--- src/cpr_pkg.sv ---
`timescale 1ns / 1ps
`default_nettype none

package cpr_pkg;

  localparam int unsigned NUM_FRAMES_DEF = 64;
  localparam int unsigned REQ_W          = 2;
  localparam int unsigned IDX_W          = 6;
  localparam int unsigned OCC_W          = 7;

  typedef enum logic [1:0] {
    MARK_EMPTY    = 2'd0,
    MARK_ACCESSED = 2'd1,
    MARK_UNUSED   = 2'd2
  } mark_e;

  typedef enum logic [REQ_W-1:0] {
    REQ_VICTIM = 2'd0,
    REQ_PIN    = 2'd1,
    REQ_UNPIN  = 2'd2,
    REQ_NOP    = 2'd3
  } req_e;

  typedef enum logic [2:0] {
    ST_CLEAR,
    ST_IDLE,
    ST_READ,
    ST_UPDATE,
    ST_SWEEP,
    ST_PICK,
    ST_DONE
  } state_e;

  typedef struct packed {
    logic clear;
    logic load;
    logic rd_idx;
    logic upd;
    logic sweep;
    logic pick;
    logic out_load;
  } cmd_t;

  typedef struct packed {
    logic clr_last;
    logic sweep_last;
    logic out_free;
  } stat_t;

endpackage

`default_nettype wire

--- src/cpr_ctrl.sv ---
`timescale 1ns / 1ps
`default_nettype none

module cpr_ctrl
  import cpr_pkg::*;
(
  input  wire logic             clk_i,
  input  wire logic             rst_ni,
  input  wire logic             in_valid_i,
  input  wire logic [REQ_W-1:0] req_type_i,
  input  wire stat_t            stat_i,
  output logic                  in_ready_o,
  output cmd_t                  cmd_o
);

  state_e state_q, state_d;

  always_ff @(posedge clk_i or negedge rst_ni) begin
    if (!rst_ni) begin
      state_q <= ST_CLEAR;
    end else begin
      state_q <= state_d;
    end
  end

  always_comb begin
    state_d = state_q;
    case (state_q)
      ST_CLEAR: begin
        if (stat_i.clr_last) state_d = ST_IDLE;
      end
      ST_IDLE: begin
        if (in_valid_i) begin
          case (req_e'(req_type_i))
            REQ_VICTIM: state_d = ST_SWEEP;
            REQ_PIN:    state_d = ST_READ;
            REQ_UNPIN:  state_d = ST_READ;
            default:    state_d = ST_DONE;
          endcase
        end
      end
      ST_READ:   state_d = ST_UPDATE;
      ST_UPDATE: state_d = ST_DONE;
      ST_SWEEP: begin
        if (stat_i.sweep_last) state_d = ST_PICK;
      end
      ST_PICK:   state_d = ST_DONE;
      ST_DONE: begin
        if (stat_i.out_free) state_d = ST_IDLE;
      end
      default:   state_d = ST_CLEAR;
    endcase
  end

  always_comb begin
    cmd_o      = '0;
    in_ready_o = 1'b0;
    case (state_q)
      ST_CLEAR:  cmd_o.clear = 1'b1;
      ST_IDLE: begin
        in_ready_o = 1'b1;
        cmd_o.load = in_valid_i;
      end
      ST_READ:   cmd_o.rd_idx = 1'b1;
      ST_UPDATE: cmd_o.upd = 1'b1;
      ST_SWEEP:  cmd_o.sweep = 1'b1;
      ST_PICK:   cmd_o.pick = 1'b1;
      ST_DONE:   cmd_o.out_load = stat_i.out_free;
      default:   cmd_o = '0;
    endcase
  end

endmodule

`default_nettype wire

--- src/cpr_datapath.sv ---
`timescale 1ns / 1ps
`default_nettype none

module cpr_datapath
  import cpr_pkg::*;
#(
  parameter int unsigned NumFrames = NUM_FRAMES_DEF
) (
  input  wire logic             clk_i,
  input  wire logic             rst_ni,
  input  wire cmd_t             cmd_i,
  input  wire logic [REQ_W-1:0] req_type_i,
  input  wire logic [IDX_W-1:0] frame_index_i,
  input  wire logic             out_ready_i,
  output stat_t                 stat_o,
  output logic                  out_valid_o,
  output logic                  found_o,
  output logic [IDX_W-1:0]      victim_frame_o,
  output logic [OCC_W-1:0]      occupied_o
);

  localparam int unsigned FW = $clog2(NumFrames);
  localparam int unsigned CW = $clog2(NumFrames + 1);
  localparam int unsigned NumIdx = 1 << IDX_W;

  function automatic logic [FW-1:0] idx_wrap(input logic [IDX_W-1:0] v);
    logic [FW-1:0] r;
    int unsigned   k;
    r = '0;
    for (k = 0; k < NumIdx; k++) begin
      if (v == IDX_W'(k)) r = FW'(k % NumFrames);
    end
    return r;
  endfunction

  mark_e mem [NumFrames];
  mark_e rd_q;

  logic          mem_we;
  logic [FW-1:0] mem_wa;
  mark_e         mem_wd;
  logic          mem_re;
  logic [FW-1:0] mem_ra;

  req_e          req_q;
  logic [FW-1:0] idx_q;
  logic [FW-1:0] hand_q;
  logic [CW-1:0] cnt_q;
  logic [CW-1:0] occ_q;
  logic [FW-1:0] sweep_addr_q;
  logic [FW-1:0] proc_addr_q;
  logic          pv_q;
  logic          have_un_q, have_acc_q;
  logic [FW-1:0] un_q, acc_q;
  logic          found_q;
  logic [FW-1:0] victim_q;
  logic          out_valid_q;
  logic          out_found_q;
  logic [FW-1:0] out_victim_q;
  logic [CW-1:0] out_occ_q;

  logic          sweep_issue;
  logic          sweep_last;
  logic          have_any;
  logic [FW-1:0] pick_sel;

  assign sweep_last  = (cnt_q == CW'(NumFrames));
  assign sweep_issue = cmd_i.sweep && !sweep_last;
  assign have_any    = have_un_q || have_acc_q;
  assign pick_sel    = have_un_q ? un_q : acc_q;

  always_comb begin
    mem_we = 1'b0;
    mem_wa = sweep_addr_q;
    mem_wd = MARK_EMPTY;
    if (cmd_i.clear) begin
      mem_we = 1'b1;
      mem_wa = cnt_q[FW-1:0];
    end else if (cmd_i.upd) begin
      mem_we = (req_q == REQ_PIN) || (req_q == REQ_UNPIN);
      mem_wa = idx_q;
      mem_wd = (req_q == REQ_UNPIN) ? MARK_ACCESSED : MARK_EMPTY;
    end else if (cmd_i.sweep) begin
      mem_we = pv_q && (rd_q == MARK_ACCESSED);
      mem_wa = proc_addr_q;
      mem_wd = MARK_UNUSED;
    end else if (cmd_i.pick) begin
      mem_we = have_any;
      mem_wa = pick_sel;
    end
  end

  assign mem_re = cmd_i.rd_idx || sweep_issue;
  assign mem_ra = cmd_i.rd_idx ? idx_q : sweep_addr_q;

  always_ff @(posedge clk_i) begin
    if (mem_we) mem[mem_wa] <= mem_wd;
    if (mem_re) rd_q <= mem[mem_ra];
  end

  always_ff @(posedge clk_i or negedge rst_ni) begin
    if (!rst_ni) begin
      cnt_q       <= '0;
      hand_q      <= '0;
      occ_q       <= '0;
      pv_q        <= 1'b0;
      out_valid_q <= 1'b0;
    end else begin
      if (cmd_i.clear) begin
        cnt_q <= cnt_q + CW'(1);
      end else if (cmd_i.load) begin
        cnt_q <= '0;
        pv_q  <= 1'b0;
      end else if (cmd_i.sweep) begin
        pv_q <= sweep_issue;
        if (sweep_issue) cnt_q <= cnt_q + CW'(1);
      end

      if (cmd_i.upd) begin
        if (req_q == REQ_PIN && rd_q != MARK_EMPTY) occ_q <= occ_q - CW'(1);
        if (req_q == REQ_UNPIN && rd_q == MARK_EMPTY) occ_q <= occ_q + CW'(1);
      end
      if (cmd_i.pick && have_any) begin
        occ_q  <= occ_q - CW'(1);
        hand_q <= pick_sel;
      end

      if (cmd_i.out_load) begin
        out_valid_q <= 1'b1;
      end else if (out_ready_i) begin
        out_valid_q <= 1'b0;
      end
    end
  end

  always_ff @(posedge clk_i or negedge rst_ni) begin
    if (!rst_ni) begin
      have_un_q  <= 1'b0;
      have_acc_q <= 1'b0;
      found_q    <= 1'b0;
      req_q      <= REQ_NOP;
    end else begin
      if (cmd_i.load) begin
        have_un_q  <= 1'b0;
        have_acc_q <= 1'b0;
        found_q    <= 1'b0;
        req_q      <= req_e'(req_type_i);
      end else if (cmd_i.sweep && pv_q) begin
        if (rd_q == MARK_UNUSED && !have_un_q) have_un_q <= 1'b1;
        if (rd_q == MARK_ACCESSED && !have_acc_q) have_acc_q <= 1'b1;
      end else if (cmd_i.pick) begin
        found_q <= have_any;
      end
    end
  end

  always_ff @(posedge clk_i) begin
    if (cmd_i.load) begin
      idx_q        <= idx_wrap(frame_index_i);
      sweep_addr_q <= hand_q;
      victim_q     <= '0;
    end
    if (sweep_issue) begin
      proc_addr_q  <= sweep_addr_q;
      sweep_addr_q <= (sweep_addr_q == FW'(NumFrames - 1)) ? '0 : sweep_addr_q + FW'(1);
    end
    if (cmd_i.sweep && pv_q) begin
      if (rd_q == MARK_UNUSED && !have_un_q) un_q <= proc_addr_q;
      if (rd_q == MARK_ACCESSED && !have_acc_q) acc_q <= proc_addr_q;
    end
    if (cmd_i.pick && have_any) victim_q <= pick_sel;
    if (cmd_i.out_load) begin
      out_found_q  <= found_q;
      out_victim_q <= victim_q;
      out_occ_q    <= occ_q;
    end
  end

  assign stat_o.clr_last   = (cnt_q == CW'(NumFrames - 1));
  assign stat_o.sweep_last = sweep_last;
  assign stat_o.out_free   = !out_valid_q || out_ready_i;

  assign out_valid_o    = out_valid_q;
  assign found_o        = out_found_q;
  assign victim_frame_o = IDX_W'(out_victim_q);
  assign occupied_o     = OCC_W'(out_occ_q);

endmodule

`default_nettype wire

--- src/clock_page_replacer.sv ---
`timescale 1ns / 1ps
`default_nettype none

// Clock (second-chance) page replacer over NUM_FRAMES frame marks kept in a
// simple dual-port memory (one write, one registered read per cycle). After
// reset the block clears all marks with in_ready_o low. For pin and unpin
// the block reads the old mark, writes the new mark and loads the result.
// For a victim request the block sweeps all marks from the hand on, one mark
// per cycle from the memory. It records the first unused frame and the first
// accessed frame. Then the block retires the chosen frame and loads the
// result. An unknown request type goes straight to loading its result. The
// next item can be accepted in the cycle after the result is loaded. The
// result load waits while an earlier result is still held in the output
// register. One item is in work at a time; the output register lets the
// next item be accepted while a result waits.

module clock_page_replacer
  import cpr_pkg::*;
#(
  parameter int unsigned NUM_FRAMES = NUM_FRAMES_DEF
) (
  input  wire logic             clk_i,
  input  wire logic             rst_ni,
  input  wire logic             in_valid_i,
  output logic                  in_ready_o,
  input  wire logic [REQ_W-1:0] req_type_i,
  input  wire logic [IDX_W-1:0] frame_index_i,
  output logic                  out_valid_o,
  input  wire logic             out_ready_i,
  output logic                  found_o,
  output logic [IDX_W-1:0]      victim_frame_o,
  output logic [OCC_W-1:0]      occupied_o
);

  cmd_t  cmd;
  stat_t stat;

  cpr_ctrl u_ctrl (
    .clk_i      (clk_i),
    .rst_ni     (rst_ni),
    .in_valid_i (in_valid_i),
    .req_type_i (req_type_i),
    .stat_i     (stat),
    .in_ready_o (in_ready_o),
    .cmd_o      (cmd)
  );

  cpr_datapath #(
    .NumFrames (NUM_FRAMES)
  ) u_datapath (
    .clk_i          (clk_i),
    .rst_ni         (rst_ni),
    .cmd_i          (cmd),
    .req_type_i     (req_type_i),
    .frame_index_i  (frame_index_i),
    .out_ready_i    (out_ready_i),
    .stat_o         (stat),
    .out_valid_o    (out_valid_o),
    .found_o        (found_o),
    .victim_frame_o (victim_frame_o),
    .occupied_o     (occupied_o)
  );

endmodule

`default_nettype wire
--- config.mk ---
export PLATFORM = sky130hd
export DESIGN_NAME = clock_page_replacer
export DESIGN_NICKNAME = d
export VERILOG_FILES = /design/src/cpr_pkg.sv /design/src/cpr_ctrl.sv /design/src/cpr_datapath.sv /design/src/clock_page_replacer.sv
export SDC_FILE = /design/constraint.sdc
export NUM_CORES = 1
export LEC_CHECK = 0
export BUFFER_PORTS_ARGS = -buffer_cell sky130_fd_sc_hd__buf_2
export CAP_MARGIN = 0
export CORE_MARGIN = 8
export CORE_UTILIZATION = 65
export DETAILED_ROUTE_END_ITERATION = 7
export PLACE_DENSITY = 0.85
export REMOVE_ABC_BUFFERS = 1
export SLEW_MARGIN = 30
export SYNTH_ARGS = -nofsm -noshare
export SYNTH_HDL_FRONTEND = slang
export SYNTH_SLANG_ARGS = --single-unit
--- constraint.sdc ---
create_clock -name clk_i -period 6.5 [get_ports clk_i]
set_clock_uncertainty 0.2 [all_clocks]
set_input_delay 0.65 -clock clk_i [delete_from_list [all_inputs] [get_ports clk_i]]
set_output_delay 0.65 -clock clk_i [all_outputs]
set_load 0.02 [all_outputs]
### Yosys cells after proc, flatten, opt, wreduce, memory -nomap -nowiden

Memories as Yosys holds them, arrays and structs flattened. A register that Yosys moved wholly into a read port is not among the register bits.
Index checks and enable logic that the tools add are counted.

| storage, ports and cells | value |
|---|---|
| output and inout port bits | 16 |
| register bits after elaboration | 80 |
| RAM bits | 128 |
| memories kept | 1 |
| logic and storage cells | 279 |
| input port bits | 12 |

| operators by class | value |
|---|---|
| bitwise gates (word level) | 1 |
| muxes and demuxes | 118 |
| reductions and logical operators | 48 |
| $add $sub $neg | 4 |
| equal/unequal tests | 83 |

Memory list:

| name | words | width | read ports | clocked after Yosys merged registers in | wr ports | line | text |
|---|---|---|---|---|---|---|---|
| u_datapath.mem | 64 | 2 | 1 | 1 | 1 | cpr_datapath.sv:36 | `mark_e mem [NumFrames];` |

Operators by type and width:

| cell | number |
|---|---|
| $eq A6 B6 Y1 const B | 33 |
| $mux W5 | 32 |
| $eq A6 B5 Y1 const B | 16 |
| $mux W6 | 11 |
| $mux W4 | 16 |
| $mux W7 | 8 |
| $eq A6 B4 Y1 const B | 8 |
| $mux W3 | 12 |
| $reduce_or A32 Y1 | 1 |
| $mux W1 | 30 |
| $eq A6 B3 Y1 const B | 4 |
| $reduce_bool A2 Y1 | 10 |
| $pmux W3 S6 | 1 |
| $reduce_and A2 Y1 | 8 |
| $reduce_or A16 Y1 | 1 |
| $add A7 B1 Y7 const B | 2 |
| $mux W2 | 7 |
| $eq A6 B2 Y1 const B | 2 |
| $eq A3 B3 Y1 const B | 3 |
| $reduce_bool A3 Y1 | 3 |
| $logic_and A1 B1 Y1 | 8 |
| $reduce_or A8 Y1 | 1 |
| $eq A7 B6 Y1 const B | 1 |
| $eq A7 B7 Y1 const B | 1 |
| other kinds (18) | 35 |

### Longest topological paths before layout

Gate-level depths: netlist of the first run.

| depth | value |
|---|---|
| depth in word-level cells | 63 |
| mapped depth | 10 |
| gate-level depth less buffers | 9 |

### Hierarchy

A second synthesis of the first run with hierarchy kept.

| second synthesis, totals | value |
|---|---|
| cell total of the unflattened synthesis | 936 |
| area, all modules | 10372.4 sq um |

By module, submodules not included:

| module | seq. area each (sq um) | cells each | instances | area each (sq um) |
|---|---|---|---|---|
| cpr_datapath | 6083.3 | 899 | 1 | 10085.9 |
| cpr_ctrl | 75.1 | 37 | 1 | 286.5 |

### Worst setup path after synthesis of the first run

Ideal clock, no wire load.

| timing | value |
|---|---|
| kind | register -> register |
| from | reg u_ctrl.state_q[1] |
| to | mem u_datapath.mem[41][0] (netlist bit), enable pin |
| arrival time | 2.660 ns |
| clock period less this slack | 3.170 ns |
| data required time | 5.989 ns |
| path buffers | 1 |
| path slack | 3.330 ns |
| setup time | 0.311 ns |
| stages on the path, launching flop included | 9 |
| cells stage by stage | dfrtp_1 > buf_2 > or3b_1 > inv_2 > and4b_1 > o32ai_1 > a21oi_2 > nand4b_1 > nor2_1 |

| between the ends | value |
|---|---|
| word-level cells in the longest chain between the ends | 8 |
| elaborated cells on any way between the ends | 18 |
| those cells by class | eq/ne (3); mux (14); reduce/logical (1) |

RTL lines:

| element | line | text |
|---|---|---|
| from (decl) | cpr_ctrl.sv:16 | `state_e state_q, state_d;` |
| from (signal assigned) | cpr_ctrl.sv:22 | `state_q <= state_d;` |
| $eq A3 B3 Y1 | cpr_ctrl.sv:58 | `case (state_q)` |
| $mux W1 | cpr_ctrl.sv:58 |  |
| $mux W1 | cpr_datapath.sv:87 | `end else if (cmd_i.pick) begin` |
| $mux W1 | cpr_datapath.sv:83 | `end else if (cmd_i.sweep) begin` |
| $mux W1 | cpr_datapath.sv:79 | `end else if (cmd_i.upd) begin` |
| $mux W1 | cpr_datapath.sv:76 | `if (cmd_i.clear) begin` |
| $mux W1 | cpr_datapath.sv:97 | `if (mem_we) mem[mem_wa] <= mem_wd;` |
| $mux W1 (not written as such) | cpr_datapath.sv:97 |  |
| to (decl) | cpr_datapath.sv:36 |  |

Several ways; a longest one is shown, not always the timed one.

### Worst setup path after layout of the first run

| timing | value |
|---|---|
| from | reg u_ctrl.state_q[0] |
| to | mem u_datapath.mem[60][0] (netlist bit), enable pin |

The elaborated chain is that of the path after synthesis.

==> impl_metrics.yaml, run 1 <==
global_routing:
  met3_usage_pct: 3.27
  grt_max_degree: 67
  grt_pass1_vias: 6234
  grt_pass1_wl_um: 31300
  gr-usage-met2_pct: 37.3
  grt_util_all_layers_pct: 21.4
  antenna_found_initial: 0
  use_met1_pct: 25.4
  busiest_layer: "met2"
  grt-ovfl-total: 0
pwr:
  p_int_uw: 3160
  ir_worst_vdd_uv: 360
  p_sw_share_pct: 38.1
  pwr-share-seq_pct: 38.7
  power_leakage_uw: 0.00392
  p_comb_share_pct: 37.9
  powerDensity_nw_per_um2: 490
  p_clk_share_pct: 23.5
  p_sw_uw: 1940
  total_power_uw: 5100
critical_path:
  crit_type: "reg -> reg"
  worst_setup_path_end_kind: "register"
  r2r-end: "u_datapath.mem[60][0]"
  reg2reg_depth: 7
  start_kind: "register"
  critPathArrivalTime_ns: 3.97
  rrSetupSlack_ns: 2.51
  cp_max_fo: 66
  required_ns: 6.47
  rr_startpoint: "u_ctrl.state_q[0]"
synth:
  ys_warn_count: 0
  synth_most_common_cell: "edfxtp_1"
  syn_area_um2: 9500
  seq_area_frac_synth_pct: 64.8
  postSynthCellCount: 758
  synth_area_leaders: "edfxtp_1 57%, dfrtp_1 7.4%, mux2i_1 7.0%"
  synth_top_area_cell: "edfxtp_1"
  synth_top_cells_by_count: "180 x edfxtp_1, 115 x nor2_1, 70 x nand2_1, 66 x mux2i_1, 36 x a21oi_1"
  synthArstFlopShare_pct: 14.3
  netlist.area_leader.share_pct: 56.9
  synth_enable_flop_cells: 180
  avgSynthCellArea_um2: 12.5
  ys_ff_latch: 210
  ys_types: 61
  ys.flop_type: "edfxtp_1"
clocking:
  cts_tree: "done"
  cts_made_buffers: 21
  cts_resized: 0
  holdBufCountCts: 0
  root_buffer: "clkbuf_16"
  clk_pin_slew_worst_paths_ns: 0.06
  clock_latency_ns: 0.50
  clock_path_buffers: 3
  cts_max_level: 1
  post_cts_buffers: 0
  clock_sinks: 210
detailed_routing:
  ant_nets: 0
  first_iter_violations: 543
  finalWirelength_um: 20200
  post_drt_wl_per_cell_um: 20.9
  dr_total_vias: 6283
  drc: 0
  viasPerCell: 6.50
  drt_first_pass_iters: 7
sta:
  max_freq_ghz: 0.250
  fin_setup_tns_ns: 0
  hold_violations: 0
  slew_headroom_pct: 39.3
  holdWs_ns: 0.0115
  final.period_utilization_pct: 61.5
  rsz0062_at_grt: "false"
  setup_viol: 0
  tightest_slew_ns: 0.886
  period_needed_ns: 3.99
  slew_violations: 0
floorplan:
  core_area_um2: 14400
  die_w_um: 137
  rows: 44
  ios: 28
  dieHeight_um: 137
  initial_utilization_pct: 65.9
  die_area_um2: 18700
placement:
  io_buffer_count: 27
  gp_congestion: 0.950
  place_hpwl_um: 13400
cells_and_area:
  layout-drive-gt1-share_pct: 11.0
  diodes: 0
  finalNetCount: 789
  multiInputGateArea_um2: 3080
  regArea_um2: 6160
  fill_cells: 904
  area_growth_pct: 9.55
worst_hold_path:
  hp-class: "in -> async"
outcome:
  status: "completed"
run:
  drv_cap: 0
[cell families (layout without fill, tap and decap cells)]
group	Yosys count	after routing	share of synthesized area, %
simple gates	273	273	13.2
flops	210	210	64.8
compound gates	116	116	8.32
mux	76	76	8.29
buf+inv	61	86	3.05
xor+xnor	14	14	1.29
fa+ha+maj	8	8	1.05
[through the flow]
stage          setup slack [ns]  std cells  cell area [µm²]  utilization, %
5_1_grt                    2.28        967            10400            72.2
3_5_place_dp               2.17        930             9720            67.4
6_report                   2.51        967            10400            72.2
2_1_floorplan              1.07        711             9270               -
4_1_cts                    2.14        967            10400            72.1
3_3_place_gp               2.33        928             9700            67.2
[critical path: stages, from the launching register on]
cell      delay (ns)
dfrtp_2         0.62
or3b_1          0.52
clkinv_2        0.57
and4b_1         0.37
o32ai_1         0.13
a21oi_2         0.42
nand3_1         0.48
nor2_1          0.35
[worst max path at each step]
| stage | from | to | slack, ns | cells past startpoint |
|---|---|---|---|---|
| 3_5_place_dp | u_ctrl.state_q[0] | u_datapath.mem[26][0] | 2.17 | 7 |
| 2_1_floorplan | u_ctrl.state_q[1] | u_datapath.rd_q[0] | 1.07 | 7 |
| 4_1_cts | u_ctrl.state_q[0] | u_datapath.mem[59][1] | 2.14 | 7 |
| 5_1_grt | u_ctrl.state_q[0] | u_datapath.mem[19][1] | 2.28 | 7 |
| 6_report | u_ctrl.state_q[0] | u_datapath.mem[60][0] | 2.51 | 7 |
| 3_3_place_gp | u_ctrl.state_q[0] | u_datapath.mem[11][0] | 2.33 | 7 |
[power by group through the flow]
| stage | Clock (µW) | Sequential (µW) | Combinational (µW) |
|---|---|---|---|
| floorplan | 0 | 1970 | 1310 |
| global placement | 0 | 1970 | 1770 |
| detailed placement | 0 | 1980 | 1870 |
| CTS | 1210 | 1960 | 1890 |
| global route | 1250 | 1990 | 2050 |
| finish | 1200 | 1970 | 1930 |
[registers in the layout, summed over array words and instances (netlist names), 3 cells and up]
| register | count |
|---|---|
| u_datapath.proc_addr_q | 6 |
| u_datapath.occ_q | 7 |
| u_ctrl.state_q | 3 |
| u_datapath.cnt_q | 7 |
| u_datapath.sweep_addr_q | 6 |
| u_datapath.victim_q | 6 |
| u_datapath.occupied_o | 7 |
| u_datapath.victim_frame_o | 6 |
| u_datapath.idx_q | 6 |
| u_datapath.mem | 128 |
| u_datapath.acc_q | 6 |
| u_datapath.un_q | 6 |
| u_datapath.hand_q | 6 |
[cells in the final DEF (no fill, tap or decap), types with 12 or more instances in the layout]
cell type | Yosys | layout
dfrtp_1 | 28 | 27
buf_2 | 13 | 27
edfxtp_1 | 180 | 180
mux2i_1 | 66 | 65
nand3_1 | 24 | 24
a21oi_1 | 36 | 35
nor2_1 | 115 | 113
clkbuf_16 | 0 | 21
nand2_1 | 70 | 70
a22oi_1 | 12 | 12
inv_1 | 13 | 13
[layout make-up]
cell class | instances | area share [%]
clock buffer | 30 | 5.47
clock inverter | 7 | 1.06
inverter | 14 | 0.517
multi-input combinational | 487 | 29.6
sequential | 210 | 59.2
tap | 184 | 2.21
timing repair buffer | 35 | 1.98
[metal layers]
layer / vias to the layer above / wire (µm)
met5: - / 0
met4: 0 / 912
met3: 89 / 1750
met2: 383 / 10100
met1: 2992 / 7400
li1: 2819 / -
Note: power is estimated with default switching activity, not from simulation.
==> inputs of run 2 (changes only) <==
- CORE_UTILIZATION: 65 -> 62
- PLACE_DENSITY: 0.85 -> 0.81
- clock period: 6.5 -> 4 ns (I/O delays scaled with it)
==> run 2 against run 1 <==
  * Combinational power increased by 67%
  * Sequential share of layout area decreased by 1.1 points
  * Flip-flop and latch count unchanged
  * Maximum frequency increased by 12%
  * Register-to-register slack worse by 2.1 ns
  * Core utilization decreased by 1.9 points
  * Wire length increased by 2.8%
  * Worst setup slack got worse by 2.1 ns
  * Cell area increased by 1.8%
  * Non-clock buffer count rose by 17
  * Sequential power grew 60%
  * Critical path type unchanged
  * Largest power group is now combinational cells
==> impl_metrics.yaml, run 2 (same netlist as run 1, synthesis figures left out) <==
detailed_routing:
  first_iter_violations: 749
  dr_total_vias: 6275
  drc: 0
  ant_nets: 0
  viasPerCell: 6.34
  drt_first_pass_iters: 5
  finalWirelength_um: 20700
  post_drt_wl_per_cell_um: 21.0
critical_path:
  crit_type: "reg -> reg"
  start_kind: "register"
  max_stage_delay_ns: 0.69
  startpoint: "u_datapath.have_un_q"
  critPathArrivalTime_ns: 3.56
  required_ns: 4.00
  rrSetupSlack_ns: 0.43
  crit_path_cell_trace: "mux2i_1, and4b_1, nor4_1, o22ai_1, nand4_1, nor2_1"
  worst_setup_path_end_kind: "register"
  crit_path_end: "u_datapath.mem[16][0]"
  cp.depth: 6
  reg2reg_depth: 6
  path_buf_inv: 0
  cp_max_fo: 10
  r2r-end: "u_datapath.mem[16][0]"
  crit_slowest_cell: "nand4_1"
  rr_startpoint: "u_datapath.have_un_q"
  critPathTopFamily: "simple AND/OR/NAND/NOR gates"
run:
  drv_cap: 0
placement:
  place_ws_ns: 0.542
  gp_congestion: 0.885
  place_hpwl_um: 13400
  detailed_place.area_um2: 9780
  io_buffer_count: 27
pwr:
  p_int_uw: 5200
  pwr-share-seq_pct: 37.4
  p_sw_uw: 3230
  power_leakage_uw: 0.00401
  p_sw_share_pct: 38.3
  p_comb_share_pct: 38.4
  p_clk_share_pct: 24.2
  powerDensity_nw_per_um2: 796
  ir_worst_vdd_uv: 537
floorplan:
  core_area_um2: 15100
  ios: 28
  rows: 45
  initial_utilization_pct: 63.0
  die_w_um: 140
  die_area_um2: 19500
  dieHeight_um: 140
clocking:
  clock_latency_ns: 0.52
  root_buffer: "clkbuf_16"
  clock_path_buffers: 3
  cts_tree: "done"
  cts_resized: 0
  cts_made_buffers: 22
  clk_pin_slew_worst_paths_ns: 0.06
  cts_max_level: 1
  clock_sinks: 210
sta:
  max_freq_ghz: 0.280
  setup_viol: 0
  rsz0062_at_grt: "false"
  tightest_slew_ns: 0.836
  slew_headroom_pct: 42.7
  slew_violations: 0
  final.period_utilization_pct: 89.2
  fin_ws_ns: 0.433
  period_needed_ns: 3.57
  hold_violations: 0
cells_and_area:
  regArea_um2: 6160
  finalNetCount: 807
  final_cell_mix: "180 x edfxtp_1, 113 x nor2_1, 70 x nand2_1, 65 x mux2i_1, 36 x a21oi_1"
  largest_reg_flops: 128
  layout-drive-gt1-share_pct: 12.1
  final_core_util_pct: 70.2
  largest-register: "u_datapath.mem"
  multiInputGateArea_um2: 3080
  final_common_cell: "edfxtp_1"
  diodes: 0
  area_growth_pct: 11.5
  fill_cells: 1001
  design_area_um2: 10600
global_routing:
  grt_pass1_vias: 6360
  grt-ovfl-total: 0
  antenna_found_initial: 0
  grt_pass1_wl_um: 33400
  grt_max_degree: 66
  grt_util_all_layers_pct: 21.4
worst_hold_path:
  hp-class: "in -> reg"
outcome:
  status: "completed"
## run 2: changes by cell type in the layout (fill, tap and decap cells not counted), moves of 2 or more
| cell | delta |
|---|---|
| buf_4 | +10 |
| clkbuf_1 | -3 |
| clkinv_4 | +2 |
| dlygate4sd3_1 | +9 |
## run 2: stage by stage
step,hold slack (ns),setup TNS (ns),instances,total power (µW)
after floorplan,-0.0956,-2.85,711,5330
after global placement,0.208,0,942,6200
after detailed placement,0.212,0,942,6320
after CTS,0.00408,0,989,8390
after global routing,0.0457,0,989,8830
final,0.0180,0,989,8430
## run 2: power groups by stage
| stage | registers [µW] | clock network (µW) | logic [µW] |
|---|---|---|---|
| after floorplan | 3200 | 0 | 2130 |
| after global placement | 3170 | 0 | 3030 |
| after detailed placement | 3180 | 0 | 3140 |
| after CTS | 3140 | 2060 | 3190 |
| after global routing | 3190 | 2140 | 3490 |
| final | 3150 | 2050 | 3230 |
## run 2: per-layer routing
layer	wire (µm)	GRT usage (%)	part of all wire, %	vias up
li1	-	-	-	2853
met2	10400	36.7	50	259
met1	8120	26.1	39	3098
met3	1280	3.49	6.2	65
met5	0	0	0	-
met4	895	9.71	4.3	0
## run 2: tightest hold or removal path: cells and delay by family
kind                   cells  cell delay (ns)
buffers and inverters      1             0.09
AND/OR/NAND/NOR            2             0.19
## run 2: repair_timing
action	4_1_cts	5_1_grt
setup buffers	0	0
hold endpoints to repair	36	0
hold buffers	9	0
## run 2: worst min-delay path by stage
stage          cells after the start              startpoint                            to  slack, ns
2_1_floorplan                      0                  rst_ni             u_ctrl.state_q[0]       -0.1
3_3_place_gp                       0  u_datapath.victim_q[3]  u_datapath.victim_frame_o[3]       0.21
3_5_place_dp                       0  u_datapath.victim_q[0]  u_datapath.victim_frame_o[0]       0.21
6_report                           3             out_ready_i        u_datapath.out_valid_o       0.02
4_1_cts                            3             out_ready_i        u_datapath.out_valid_o      0.004
5_1_grt                            3             out_ready_i        u_datapath.out_valid_o       0.05
## run 2: layout make-up
| class | count | area share [%] |
|---|---|---|
| flip-flops and latches | 210 | 58.1 |
| multi-input cells | 487 | 29.0 |
| clock buffers | 27 | 5.37 |
| repair buffers | 52 | 3.26 |
| well taps | 188 | 2.22 |
| clock inverters | 11 | 1.53 |
| inverters | 14 | 0.496 |
==> inputs of run 3 (changes only) <==
- CORE_UTILIZATION: 62 -> 65
- PLACE_DENSITY: 0.81 -> 0.85
- clock period: 4 -> 4.5 ns (I/O delays scaled with it)
==> run 3 against run 2 <==
  * Die area fell by 4.1%
  * Core utilization is 2.5 points higher
  * Global-route usage grew 1.0 points
  * Cell area is 0.98% lower
  * Hold slack improved by 0.055 ns
  * Critical path depth is 2 higher
  * Sequential power shrank 11%
  * Register-to-register slack gained 0.50 ns
  * Sequential share of layout area grew 0.58 points
  * Worst setup slack better by 0.50 ns
  * Largest cell class unchanged
  * Highest routed layer unchanged
==> impl_metrics.yaml, run 3 (same netlist as run 1, synthesis figures left out) <==
critical_path:
  crit_slowest_cell: "mux2i_4"
  rr_startpoint: "u_ctrl.state_q[2]"
  startpoint: "u_ctrl.state_q[2]"
  path_buf_inv: 1
  required_ns: 4.52
  critPathArrivalTime_ns: 3.59
  max_stage_delay_ns: 0.68
  worst_path_most_repeated_cell: "mux2i_1"
  crit_type: "reg -> reg"
  worst_setup_path_end_kind: "register"
  crit_path_cell_trace: "or3b_1, mux2i_4, buf_12, mux2i_1, mux2i_1, a221oi_1, a211o_1, a211oi_1"
  start_kind: "register"
  critPathTopFamily: "multiplexers"
  cp_max_fo: 36
detailed_routing:
  first_iter_violations: 631
  viasPerCell: 6.41
  ant_nets: 0
  drt_first_pass_iters: 6
  dr_total_vias: 6273
  post_drt_wl_per_cell_um: 21.1
  finalWirelength_um: 20700
  drc: 0
cells_and_area:
  design_area_um2: 10500
  diodes: 0
  multiInputGateArea_um2: 3080
  largest_reg_flops: 128
  final_common_cell: "edfxtp_1"
  layout-drive-gt1-share_pct: 11.6
  largest-register: "u_datapath.mem"
  fin_cells: 978
  fill_cells: 908
  final_cell_mix: "180 x edfxtp_1, 113 x nor2_1, 70 x nand2_1, 65 x mux2i_1, 36 x a21oi_1"
  area_growth_pct: 10.5
  finalNetCount: 800
  regArea_um2: 6160
sta:
  slew_violations: 0
  period_needed_ns: 3.57
  setup_viol: 0
  final.period_utilization_pct: 79.3
  hold_violations: 0
  holdWs_ns: 0.0734
  rsz0062_at_grt: "false"
  fin_setup_tns_ns: 0
  slew_headroom_pct: 40.2
  tightest_slew_ns: 0.897
  max_freq_ghz: 0.280
pwr:
  ir_worst_vdd_uv: 448
  power_leakage_uw: 0.00397
  powerDensity_nw_per_um2: 695
global_routing:
  grt_pass1_wl_um: 32600
  antenna_found_initial: 0
  grt-ovfl-total: 0
  grt_pass1_vias: 6202
  grt_max_degree: 66
  grt_util_all_layers_pct: 22.4
outcome:
  status: "completed"
clocking:
  clk_pin_slew_worst_paths_ns: 0.07
  root_buffer: "clkbuf_16"
  clock_latency_ns: 0.51
  clock_path_buffers: 3
  cts_resized: 0
  clock_sinks: 210
  cts_max_level: 1
  cts_tree: "done"
  cts_made_buffers: 21
floorplan:
  initial_utilization_pct: 65.9
  rows: 44
  core_area_um2: 14400
  dieHeight_um: 137
  die_w_um: 137
  ios: 28
  die_area_um2: 18700
run:
  drv_cap: 0
placement:
  detailed_place.area_um2: 9760
  place_hpwl_um: 13600
  dp.cells: 932
  gp_congestion: 0.879
  io_buffer_count: 27
worst_hold_path:
  min_from: "out_ready_i"
  hp-class: "in -> reg"
run 3: cell count changes in the layout (fill, tap and decap cells not counted), sizes merged:
cell and delta:
buf -6, bufinv -2, clkinv +1, clkinvlp -1, inv +1
run 3: routing by layer:
layer	part of all wire (%)	wire [µm]	GRT usage (%)
met1	38	7780	27.2
met2	50	10400	38.2
met3	7.5	1550	3.78
met4	4.5	925	10.7
met5	0	0	1.11
run 3: tightest hold or removal path: stages:
cell and delay, ns:
buf_2 0.09, nand2b_1 0.12, nand2_1 0.06
run 3: stage by stage:
| stage | total power (µW) | setup WS (ns) | utilization [%] |
|---|---|---|---|
| floorplan | 4740 | -0.927 | - |
| global placement | 5460 | 1.10 | 67.5 |
| detailed placement | 5590 | 1.03 | 67.7 |
| CTS | 7260 | 0.971 | 72.8 |
| global route | 7620 | 0.804 | 72.8 |
| finish | 7290 | 0.933 | 72.8 |
run 3: power by group:
group | internal [µW] | leakage [µW] | switching (µW)
combinational | 981 | 0.00153 | 1850
clock | 948 | 0.000323 | 697
sequential | 2540 | 0.00212 | 272
run 3: final timing paths:
check | end | depth (start not counted) | slack (ns)
min in group asynchronous | u_datapath.cnt_q[5] | 2 | 0.33
worst max register to register | u_datapath.rd_q[1] | 8 | 0.93
worst min register to register | u_datapath.victim_frame_o[2] | 0 | 0.22
worst min-delay path | u_datapath.out_valid_o | 3 | 0.07
max in group asynchronous | u_datapath.occ_q[3] | 2 | 3.29
worst max-delay path | u_datapath.rd_q[1] | 8 | 0.93
run 3: cell type report:
class / count / area share, %
clock buffer: 27 / 5.41
timing repair buffer: 46 / 3.17
tap: 184 / 2.19
clock inverter: 10 / 0.727
multi-input combinational: 487 / 29.3
sequential: 210 / 58.7
inverter: 14 / 0.501
run 3: timing repair:
item                                   4_1_cts  5_1_grt
setup buffers                                0        0
endpoints found under the hold margin       36        0
hold buffers                                 9        0
